### src/design/msem_pkg.sv
// shared types and constants for the multichannel semblance block
// no dependencies
package msem_pkg;

    localparam int MaxChannels     = 64;
    localparam int MaxHalfWidth    = 16;
    localparam int MaxTraceLength  = 4096;

    localparam int SampleW   = 16;
    localparam int CoherW    = 16;
    localparam int TidxW     = 12;
    localparam int ChanCfgW  = 7;
    localparam int HwCfgW    = 5;
    localparam int CfgIdxW   = 1;

    localparam logic [CfgIdxW-1:0] RegChannelCount = 1'b0;
    localparam logic [CfgIdxW-1:0] RegHalfWidth    = 1'b1;

    localparam int CfgDataW  = 7;

    typedef enum logic [2:0] {
        ST_IDLE,
        ST_ACC,
        ST_CLOSE,
        ST_SUM,
        ST_DIV,
        ST_OUT,
        ST_FLUSH
    } state_t;

    // controller to datapath
    typedef struct packed {
        logic accum;      // add accepted sample into column
        logic close;      // shift column into window, clear column
        logic shift_zero; // shift a zero column in
        logic sum_start;  // clear window sums, start walk
        logic sum_step;   // one window tap
        logic div_start;
        logic div_step;
        logic out_load;   // load output register
        logic clear;      // back to reset state after trace end
    } cmd_t;

    // datapath to controller
    typedef struct packed {
        logic col_full;
        logic emit_ok;
        logic sum_done;
        logic div_done;
        logic tail_left;
    } sts_t;

endpackage

### src/design/msem_ctrl.sv
// controller state machine: sequences column close, window walk, divide and tail flush
// depends on msem_pkg
module msem_ctrl (
    input  logic           aclk,
    input  logic           aresetn,
    input  logic           s_valid,
    output logic           s_ready,
    input  logic           trace_end,
    output logic           m_valid,
    input  logic           m_ready,
    output logic           m_last,
    output msem_pkg::cmd_t cmd,
    input  msem_pkg::sts_t sts
);
    import msem_pkg::*;

    state_t state_reg, state_next;
    logic   end_reg, end_next;
    logic   mv_reg, mv_next;
    logic   ml_reg, ml_next;
    logic   out_free;
    assign out_free = !mv_reg || m_ready;

    always_ff @(posedge aclk) begin
        if (!aresetn) begin
            state_reg <= ST_ACC;
            end_reg   <= 1'b0;
            mv_reg    <= 1'b0;
            ml_reg    <= 1'b0;
        end else begin
            state_reg <= state_next;
            end_reg   <= end_next;
            mv_reg    <= mv_next;
            ml_reg    <= ml_next;
        end
    end

    assign m_valid = mv_reg;
    assign m_last  = ml_reg;

    always_comb begin
        state_next = state_reg;
        end_next   = end_reg;
        mv_next    = mv_reg && !m_ready;
        ml_next    = ml_reg;
        cmd        = '0;
        s_ready    = 1'b0;
        unique case (state_reg)
            ST_IDLE, ST_ACC: begin
                s_ready = 1'b1;
                if (s_valid) begin
                    cmd.accum = 1'b1;
                    if (sts.col_full) begin
                        end_next   = trace_end;
                        state_next = ST_CLOSE;
                    end
                end
            end
            ST_CLOSE: begin
                cmd.close  = 1'b1;
                state_next = ST_FLUSH;
            end
            ST_FLUSH: begin
                // decide whether the current window position yields an item
                if (sts.emit_ok) begin
                    cmd.sum_start = 1'b1;
                    state_next    = ST_SUM;
                end else if (end_reg && sts.tail_left) begin
                    cmd.shift_zero = 1'b1;
                end else if (end_reg) begin
                    cmd.clear  = 1'b1;
                    end_next   = 1'b0;
                    state_next = ST_ACC;
                end else begin
                    state_next = ST_ACC;
                end
            end
            ST_SUM: begin
                // the last tap is in the sums once sum_done rises
                if (sts.sum_done) begin
                    cmd.div_start = 1'b1;
                    state_next    = ST_DIV;
                end else begin
                    cmd.sum_step = 1'b1;
                end
            end
            ST_DIV: begin
                if (!sts.div_done) begin
                    cmd.div_step = 1'b1;
                end else if (out_free) begin
                    cmd.out_load = 1'b1;
                    mv_next      = 1'b1;
                    ml_next      = end_reg && !sts.tail_left;
                    state_next   = ST_OUT;
                end
            end
            ST_OUT: begin
                if (end_reg && sts.tail_left) begin
                    cmd.shift_zero = 1'b1;
                    state_next     = ST_FLUSH;
                end else if (end_reg) begin
                    cmd.clear  = 1'b1;
                    end_next   = 1'b0;
                    state_next = ST_ACC;
                end else begin
                    state_next = ST_ACC;
                end
            end
            default: state_next = ST_ACC;
        endcase
    end
endmodule

### config.mk
export PLATFORM = sky130hd
export DESIGN_NAME = msem_ctrl
export DESIGN_NICKNAME = d
export VERILOG_FILES = /design/src/design/msem_pkg.sv /design/src/design/msem_ctrl.sv
export SDC_FILE = /design/constraint.sdc
export NUM_CORES = 1
export LEC_CHECK = 0
export BUFFER_PORTS_ARGS = -buffer_cell sky130_fd_sc_hd__buf_2
export CAP_MARGIN = 20
export CORE_AREA = 4 4 41 43
export DETAILED_ROUTE_END_ITERATION = 8
export DIE_AREA = 0 0 45 47
export GPL_TIMING_DRIVEN = 1
export PLACE_DENSITY = 0.74
export SLEW_MARGIN = 30
export SYNTH_ARGS = -nofsm -noshare
export SYNTH_HDL_FRONTEND = slang
export SYNTH_SLANG_ARGS = --single-unit
### constraint.sdc
create_clock -name aclk -period 1.7 [get_ports aclk]
set_input_delay 0.255 -clock aclk [delete_from_list [all_inputs] [get_ports aclk]]
set_output_delay 0.255 -clock aclk [all_outputs]
set_load 0.005 [all_outputs]
======== Word-level counts from Yosys, hierarchy flattened ========
Index checks and enable logic that the tools add are counted.
storage, ports and cells
  bits of input ports ..................... 10
  bits in registers ....................... 6
  word-level logic and storage cells ...... 67
cells by class
  reduce and logical (&&, ||, !) cells .... 13
  multiplexer cells ....................... 37
  equality and inequality tests ........... 13
operators by type and width
  kind                                                  number
  2-to-1 mux 3 bit                                      8
  2-to-1 mux 1 bit                                      23
  one-hot mux 3 bit (6 select lines)                    1
  != test 2 bit (second input constant)                 6
  equality test 3 bit (second input constant)           3
  equality test 3 x 2 -> 1 bit (second input constant)  2
  AND reduction 6 bit                                   1
  2-to-1 mux 2 bit                                      2
  one-hot mux 1 bit (2 select lines)                    2
  AND reduction 4 bit                                   1
  equality test 3 x 1 -> 1 bit (second input constant)  1
  logical AND 1 bit                                     3
  zero test 1 bit                                       3
  zero test 3 bit                                       1
  != test 3 bit (second input constant)                 1
  one-hot mux 1 bit (3 select lines)                    1
  AND reduction 3 bit                                   1
  nonzero test 3 bit                                    1
  OR reduction 2 bit                                    1
  logical OR 1 bit                                      1

======== Longest topological paths before layout ========
Gate-level depths: netlist of the first run.
  depth in word-level cells ............... 5
  depth in mapped cells ................... 5
  depth with buffers taken out ............ 4

======== Worst setup path before layout of the first run ========
No wires, ideal clock.
  path type ............................... register to output
  from .................................... reg state_reg[1]
  to ...................................... out cmd[0] (netlist name)
  arrival time ............................ 963 ps
  buffers on the path ..................... 1
  path slack .............................. 482 ps
  stages on the path, launching flop included .. 6
  cells stage by stage .................... dfxtp_1 > buf_6 > or2b_1 > o21ai_1 > nand3_1 > nor2_1
RTL lines
  element                 RTL line         source
  start, declared         msem_ctrl.sv:17  state_t state_reg, state_next;
  start signal, assigned  msem_ctrl.sv:31  state_reg <= state_next;
  end, declared           msem_ctrl.sv:12  output msem_pkg::cmd_t cmd,

==> reports/metrics.yaml, run 1 <==
status: "complete, no violations"
wl_per_cell_um: 11.2
highest_layer: "met4"
final_antenna_net_count: 0
p_per_area_mw_per_mm2: 1110
die_area_mm2: 0.00212
die_y_um: 47
drt-initial-drc-count: 9
cts_root_buf: "clkbuf_4"
p_leak_nw: 0.278
drc_errors: 0
period_share_pct: 92.5
fin_nets: 96
yosysTopAreaCellShare_pct: 24.9
first_global_vias: 439
drv_cap: 0
io_buffers: 21
antenna_found_initial: 0
insertion_delay_ps: 250
synthTopCellsByArea: "dfxtp_1 (25%), nand2_1 (6.2%), nor2_1 (6.2%), buf_6 (4.7%), mux2i_1 (4.2%)"
slew_headroom_pct: 78.3
dieWidth_um: 45
hold_class: "input port to register"
postCtsSetupRepairBufs: 0
vias: 504
yosysWarnings: 0
synth_top_area_cell: "dfxtp_1"
grt_pass1_wl_mm: 1.77
fmax_mhz: 636
clk_pin_slew_ps: 50
ys_types: 31
cts_buffers: 3
ctsHoldBuffers: 0
worst_hold_slack_ps: 248
grt_max_degree: 13
crit_path_start: "state_reg[0]$_SDFFE_PN1P_"
ios: 22
fin_skew_ps: 2.78
setup_viol: 0
layout_common_cells: "buf_2 (21), nor2_1 (8), nand2_1 (8)"
tightest_slew_ps: 323
dp_hpwl_um: 918
largest_register_ffs: 3
area_growth_pct: 28.6
antenna_cells: 0
cts_max_path_buffers: 2
gp_congestion: 0.756
syn_area_per_cell_um2: 7.77
clock_sinks: 6
cts_tree: "built"
synth_area_um2: 482
wl_met3_um: 101
grt-ovfl-total: 0
slew_violations: 0
layout-drive-gt1-share_pct: 41.7
instances_no_fill: 99
synth-edff-count: 0
wl_met1_um: 467
period_minus_slack_ps: 1570
final_util_pct: 47.6
cp-end-kind: "primary output"
ys_seq_area_share_pct: 24.9
synthArstFlopShare_pct: 0
dp.cells: 96
dr.pass1.iters: 4
rr_startpoint: "state_reg[2]$_SDFFE_PN0P_"
synth_fp_nets: 72
ir_drop_v: 0.000558
start_kind: "register"
ys_ff_latch: 6
num_rows: 13
final_common_cell: "buf_2"
fin_tns_setup_ps: 0
critPathMaxFanout: 10
holdCritStartpoint: "trace_end"
hold_viol_final: 0
htree_levels: 1
grt_use_total_pct: 11.7
syn-instance-count: 62
synth_ff_type: "dfxtp_1"
via_per_inst: 5.09
routed_wl_mm: 1.11
critPathArrivalTime_ps: 1320
cp.required_ps: 1440
wl_met2_um: 520
initial_core_util_pct: 37.0
rsz0062_at_grt: "false"
crit_type: "register to primary output"
core-area_mm2: 0.00130
critical path: stages, from the launching register on:
cell and delay (ps):
dfxtp_4 370, nand2b_1 210, o21ai_2 170, nand3_1 110, nor2_1 100, buf_2 120
path summary, 6_finish.rpt:
check | end | slack (ps) | cells after the start
max reg2reg | end_reg$_SDFFE_PN0P_ | 380 | 5
min reg2reg | m_last$_SDFFE_PN0P_ | 530 | 2
max | cmd[0] | 130 | 5
min | end_reg$_SDFFE_PN0P_ | 250 | 3
cell type report:
cell class	count	area [µm²]
repair buffers	22	113
inverters	3	11.3
well taps	15	18.8
multi-input cells	50	327
fillers	135	682
clock buffers	3	22.5
flip-flops and latches	6	128
where the power goes:
part           total (W)  leakage, nW  internal (W)  switching, W
registers       0.000249       0.0497      0.000184     0.0000657
clock network   0.000138       0.0138     0.0000803     0.0000578
logic           0.000297        0.214      0.000153      0.000145
synth_stat cells, types with 2 or more instances:
library cell,instances
buf_6,2
or2b_1,2
a21oi_1,3
inv_1,3
dfxtp_1,6
nor2_1,8
o21ai_1,2
mux2i_1,2
nor3_1,2
nor2b_1,2
nand3_1,2
nand2b_1,2
nand2_1,8
logic make-up after synthesis:
family                 Yosys count  share of synthesized area, %
DFF                              6                          24.9
and+or+nand+nor                 35                          42.1
AOI/OAI and AO/OA               13                          20.8
muxes                            2                          4.16
buffers and inverters            6                          8.05
per-stage QoR:
stage | worst slack, ps | power [W] | cell area, µm²
finish | 128 | 0.000685 | 619
CTS | 62.0 | 0.000678 | 611
detailed placement | 195 | 0.000531 | 586
global route | 19.2 | 0.000746 | 619
global placement | 242 | 0.000520 | 586
floorplan | 482 | 0.000476 | 482
routing by layer:
metal	global-route usage [%]	vias up
met4	5.26	0
met3	3.83	2
li1	-	262
met1	14.4	221
met2	18.6	19
met5	0	-
repair_timing:
item	4_1_cts	5_1_grt
gates resized for setup	2	3
endpoints found under the setup margin	2	2
cloned	0	0
Power figures use the tool's default switching activity.
==> inputs of run 2 (changes only) <==
Settings changed: PLACE_DENSITY 0.74 to 0.68.
==> reports/metrics.yaml, run 2 (synthesized netlist as in run 1, its figures left out) <==
status: "complete, no violations"
num_rows: 13
drv_cap: 0
grt_use_total_pct: 11.3
hold_class: "input port to register"
critPathArrivalTime_ps: 1310
rr_startpoint: "state_reg[2]$_SDFFE_PN0P_"
cp-end-kind: "primary output"
grt_max_degree: 13
die_y_um: 47
antenna_found_initial: 0
pwr-share-comb_pct: 43.8
area_growth_pct: 27.8
ir_drop_v: 0.000645
cts_root_buf: "clkbuf_4"
p_leak_nw: 0.277
place_ws_ps: 238
largest_register_ffs: 3
antenna_cells: 0
clk_pin_slew_ps: 40
vias: 499
htree_levels: 1
grt_pass1_wl_mm: 1.69
cts_max_path_buffers: 2
slew_violations: 0
ctsHoldBuffers: 0
insertion_delay_ps: 240
setup_viol: 0
drc_errors: 0
worst_slack_ps: 130
final_common_cell: "buf_2"
core-area_mm2: 0.00130
cts_buffers: 3
dieWidth_um: 45
fin_nets: 96
fin_tns_setup_ps: 0
fin_skew_ps: 1.05
cts_tree: "built"
die_area_mm2: 0.00212
layout_common_cells: "buf_2 (21), nor2_1 (8), nand2_1 (8)"
holdCritStartpoint: "trace_end"
hold_viol_final: 0
clock_sinks: 6
crit_path_start: "state_reg[0]$_SDFFE_PN1P_"
initial_core_util_pct: 37.0
swShare_pct: 38.5
drt-initial-drc-count: 19
final_util_pct: 47.3
period_minus_slack_ps: 1570
wl_per_cell_um: 11.4
cp.required_ps: 1440
crit_type: "register to primary output"
final_antenna_net_count: 0
start_kind: "register"
rsz0062_at_grt: "false"
layout-drive-gt1-share_pct: 40.5
switchingPower_w: 0.000259
p_int_w: 0.000412
gp_congestion: 0.749
dr.pass1.iters: 4
via_per_inst: 5.04
io_buffers: 21
critPathMaxFanout: 10
grt-ovfl-total: 0
worst_hold_slack_ps: 266
tightest_slew_ps: 355
routed_wl_mm: 1.13
fmax_mhz: 637
p_per_area_mw_per_mm2: 1090
pwr-share-seq_pct: 37.4
period_share_pct: 92.3
slew_headroom_pct: 76.2
ios: 22
fillers: 140
dp_hpwl_um: 843
clock_power_share_pct: 18.8
first_global_vias: 406
==> run 2: cell counts in the layout (fill, tap and decap cells not counted) <==
Identical to the previous run, type by type.
==> run 2: layout make-up <==
class	count	area (µm²)	share of cell area (%)
clock buffers	3	22.5	3.66
inverters	3	11.3	1.83
multi-input cells	50	323	52.4
flip-flops and latches	6	128	20.7
well taps	15	18.8	3.05
repair buffers	22	113	18.3
==> run 2: metal layers <==
metal / vias to the layer above / share of wire (%) / GRT usage [%]
met2: 20 / 46 / 17.8
met4: 0 / 0 / 1.75
met1: 219 / 44 / 14.1
met5: - / 0 / 0
li1: 260 / - / -
met3: 0 / 9.5 / 5.75
==> run 2: critical path: stages, from the launching register on <==
cell      delay [ps]
dfxtp_4          370
nand2b_1         200
o21ai_1          180
nand3_1          110
nor2_1           100
buf_2            120
==> run 2: path summary, 6_finish.rpt <==
| check | end | slack, ps | cells past startpoint |
|---|---|---|---|
| worst max-delay path | cmd[6] | 130 | 5 |
| worst min-delay path | end_reg$_SDFFE_PN0P_ | 270 | 3 |
| worst max register to register | state_reg[0]$_SDFFE_PN1P_ | 380 | 4 |
| worst min register to register | m_last$_SDFFE_PN0P_ | 520 | 2 |
==> run 2: per-stage QoR <==
| step | power [W] | area [µm²] | std cells |
|---|---|---|---|
| after floorplan | 0.000476 | 482 | 62 |
| after global placement | 0.000521 | 586 | 96 |
| after detailed placement | 0.000530 | 586 | 96 |
| after CTS | 0.000666 | 611 | 99 |
| after global routing | 0.000735 | 616 | 99 |
| final | 0.000671 | 616 | 99 |
==> run 2: power by group through the flow <==
stage | registers [W] | logic [W] | clock network (W)
after floorplan | 0.000189 | 0.000288 | 0
after global placement | 0.000235 | 0.000286 | 0
after detailed placement | 0.000239 | 0.000291 | 0
after CTS | 0.000243 | 0.000292 | 0.000131
after global routing | 0.000261 | 0.000332 | 0.000143
final | 0.000251 | 0.000294 | 0.000126
==> run 2: repair_timing <==
item / CTS / global route
gates resized for setup: 2 / 2
gates cloned: 0 / 0
endpoints found under the setup margin: 2 / 1
endpoints found under the hold margin: 0 / 0
setup buffers: 0 / 0
==> inputs of run 3 (changes only) <==
Settings changed: PLACE_DENSITY 0.68 to 0.62.
==> reports/metrics.yaml, run 3 (synthesized netlist as in run 1, its figures left out) <==
antenna_found_initial: 0
slew_violations: 0
cts_root_buf: "clkbuf_4"
dieWidth_um: 45
highest_layer: "met4"
dp_hpwl_um: 892
first_global_vias: 444
cts_buffers: 3
place_ws_ps: 234
crit_type: "register to primary output"
die_area_mm2: 0.00212
initial_core_util_pct: 37.0
drt-initial-drc-count: 6
p_leak_nw: 0.278
wl_met1_um: 431
grt_use_total_pct: 12.7
die_y_um: 47
critPathMaxFanout: 10
clk_pin_slew_ps: 50
start_kind: "register"
setup_viol: 0
tightest_slew_ps: 309
via_per_inst: 4.98
cts_max_path_buffers: 2
io_buffers: 21
layout-drive-gt1-share_pct: 41.7
cts_tree: "built"
grt-ovfl-total: 0
routed_wl_mm: 1.09
slew_headroom_pct: 79.2
wl_met2_um: 562
wl_met3_um: 90
grt_max_degree: 13
final_common_cell: "buf_2"
grt_pass1_wl_mm: 1.86
fin_tns_setup_ps: 0
rsz0062_at_grt: "false"
num_rows: 13
hold_viol_final: 0
vias: 493
p_per_area_mw_per_mm2: 1100
clock_sinks: 6
drc_errors: 0
largest_register_ffs: 3
area_growth_pct: 28.6
period_share_pct: 91.6
hold_class: "input port to register"
ios: 22
dp.cells: 96
core-area_mm2: 0.00130
fmax_mhz: 642
htree_levels: 1
antenna_cells: 0
dr.pass1.iters: 3
worst_slack_ps: 142
worst_hold_slack_ps: 259
final_antenna_net_count: 0
drv_cap: 0
fin_skew_ps: 5.10
gp_congestion: 0.788
instances_no_fill: 99
ir_drop_v: 0.000782
cp.required_ps: 1440
critPathArrivalTime_ps: 1300
insertion_delay_ps: 250
wl_per_cell_um: 11.1
status: "complete, no violations"
period_minus_slack_ps: 1560
fin_nets: 96
layout_common_cells: "buf_2 (21), nor2_1 (8), nand2_1 (8)"
cp-end-kind: "primary output"
[run 3: changes by cell type in the layout (fill, tap and decap cells not counted)]
cell and delta:
o21ai_2 +1, o21ai_1 -1
[run 3: metal layers]
layer / GRT usage (%) / vias up
li1: - / 260
met5: 0 / -
met3: 6.13 / 2
met4: 5.26 / 0
met2: 21.5 / 13
met1: 13.6 / 218
[run 3: worst paths after layout]
kind                        startpoint              endpoint  slack (ps)  cells after the start
max reg2reg  state_reg[2]$_SDFFE_PN0P_  end_reg$_SDFFE_PN0P_         400                      5
min                          trace_end  end_reg$_SDFFE_PN0P_         260                      3
max          state_reg[0]$_SDFFE_PN1P_                cmd[6]         140                      5
min reg2reg        m_last$_SDFFE_PN0P_   m_last$_SDFFE_PN0P_         530                      2
[run 3: through the flow]
step / area, µm² / utilization [%] / total power (W)
after floorplan: 482 / - / 0.000476
after global placement: 586 / 45.0 / 0.000522
after detailed placement: 586 / 45.0 / 0.000528
after CTS: 611 / 46.9 / 0.000675
after global routing: 619 / 47.6 / 0.000753
final: 619 / 47.6 / 0.000680
[run 3: area by class of cell]
class | count | area [µm²]
Tap cell | 15 | 18.8
Clock buffer | 3 | 22.5
Multi-Input combinational cell | 50 | 327
Inverter | 3 | 11.3
Sequential cell | 6 | 128
Fill cell | 149 | 682
Timing Repair Buffer | 22 | 113
[run 3: worst max-delay path, stage by stage (launching register included)]
cell	delay, ps
dfxtp_4	370
nand2b_1	210
o21ai_2	160
nand3_1	110
nor2_1	100
buf_2	110
[run 3: where the power goes]
part | internal [W] | switching (W)
logic | 0.000153 | 0.000144
clock network | 0.0000801 | 0.0000556
registers | 0.000184 | 0.0000639
total | 0.000416 | 0.000264
[run 3: what timing repair did]
| item | CTS | global route |
|---|---|---|
| gates resized for setup | 2 | 3 |
| endpoints found under the hold margin | 0 | 0 |
| pin swaps | 0 | 0 |
| hold buffers | 0 | 0 |
| setup endpoints to repair | 2 | 2 |
| buffers inserted | 0 | 0 |
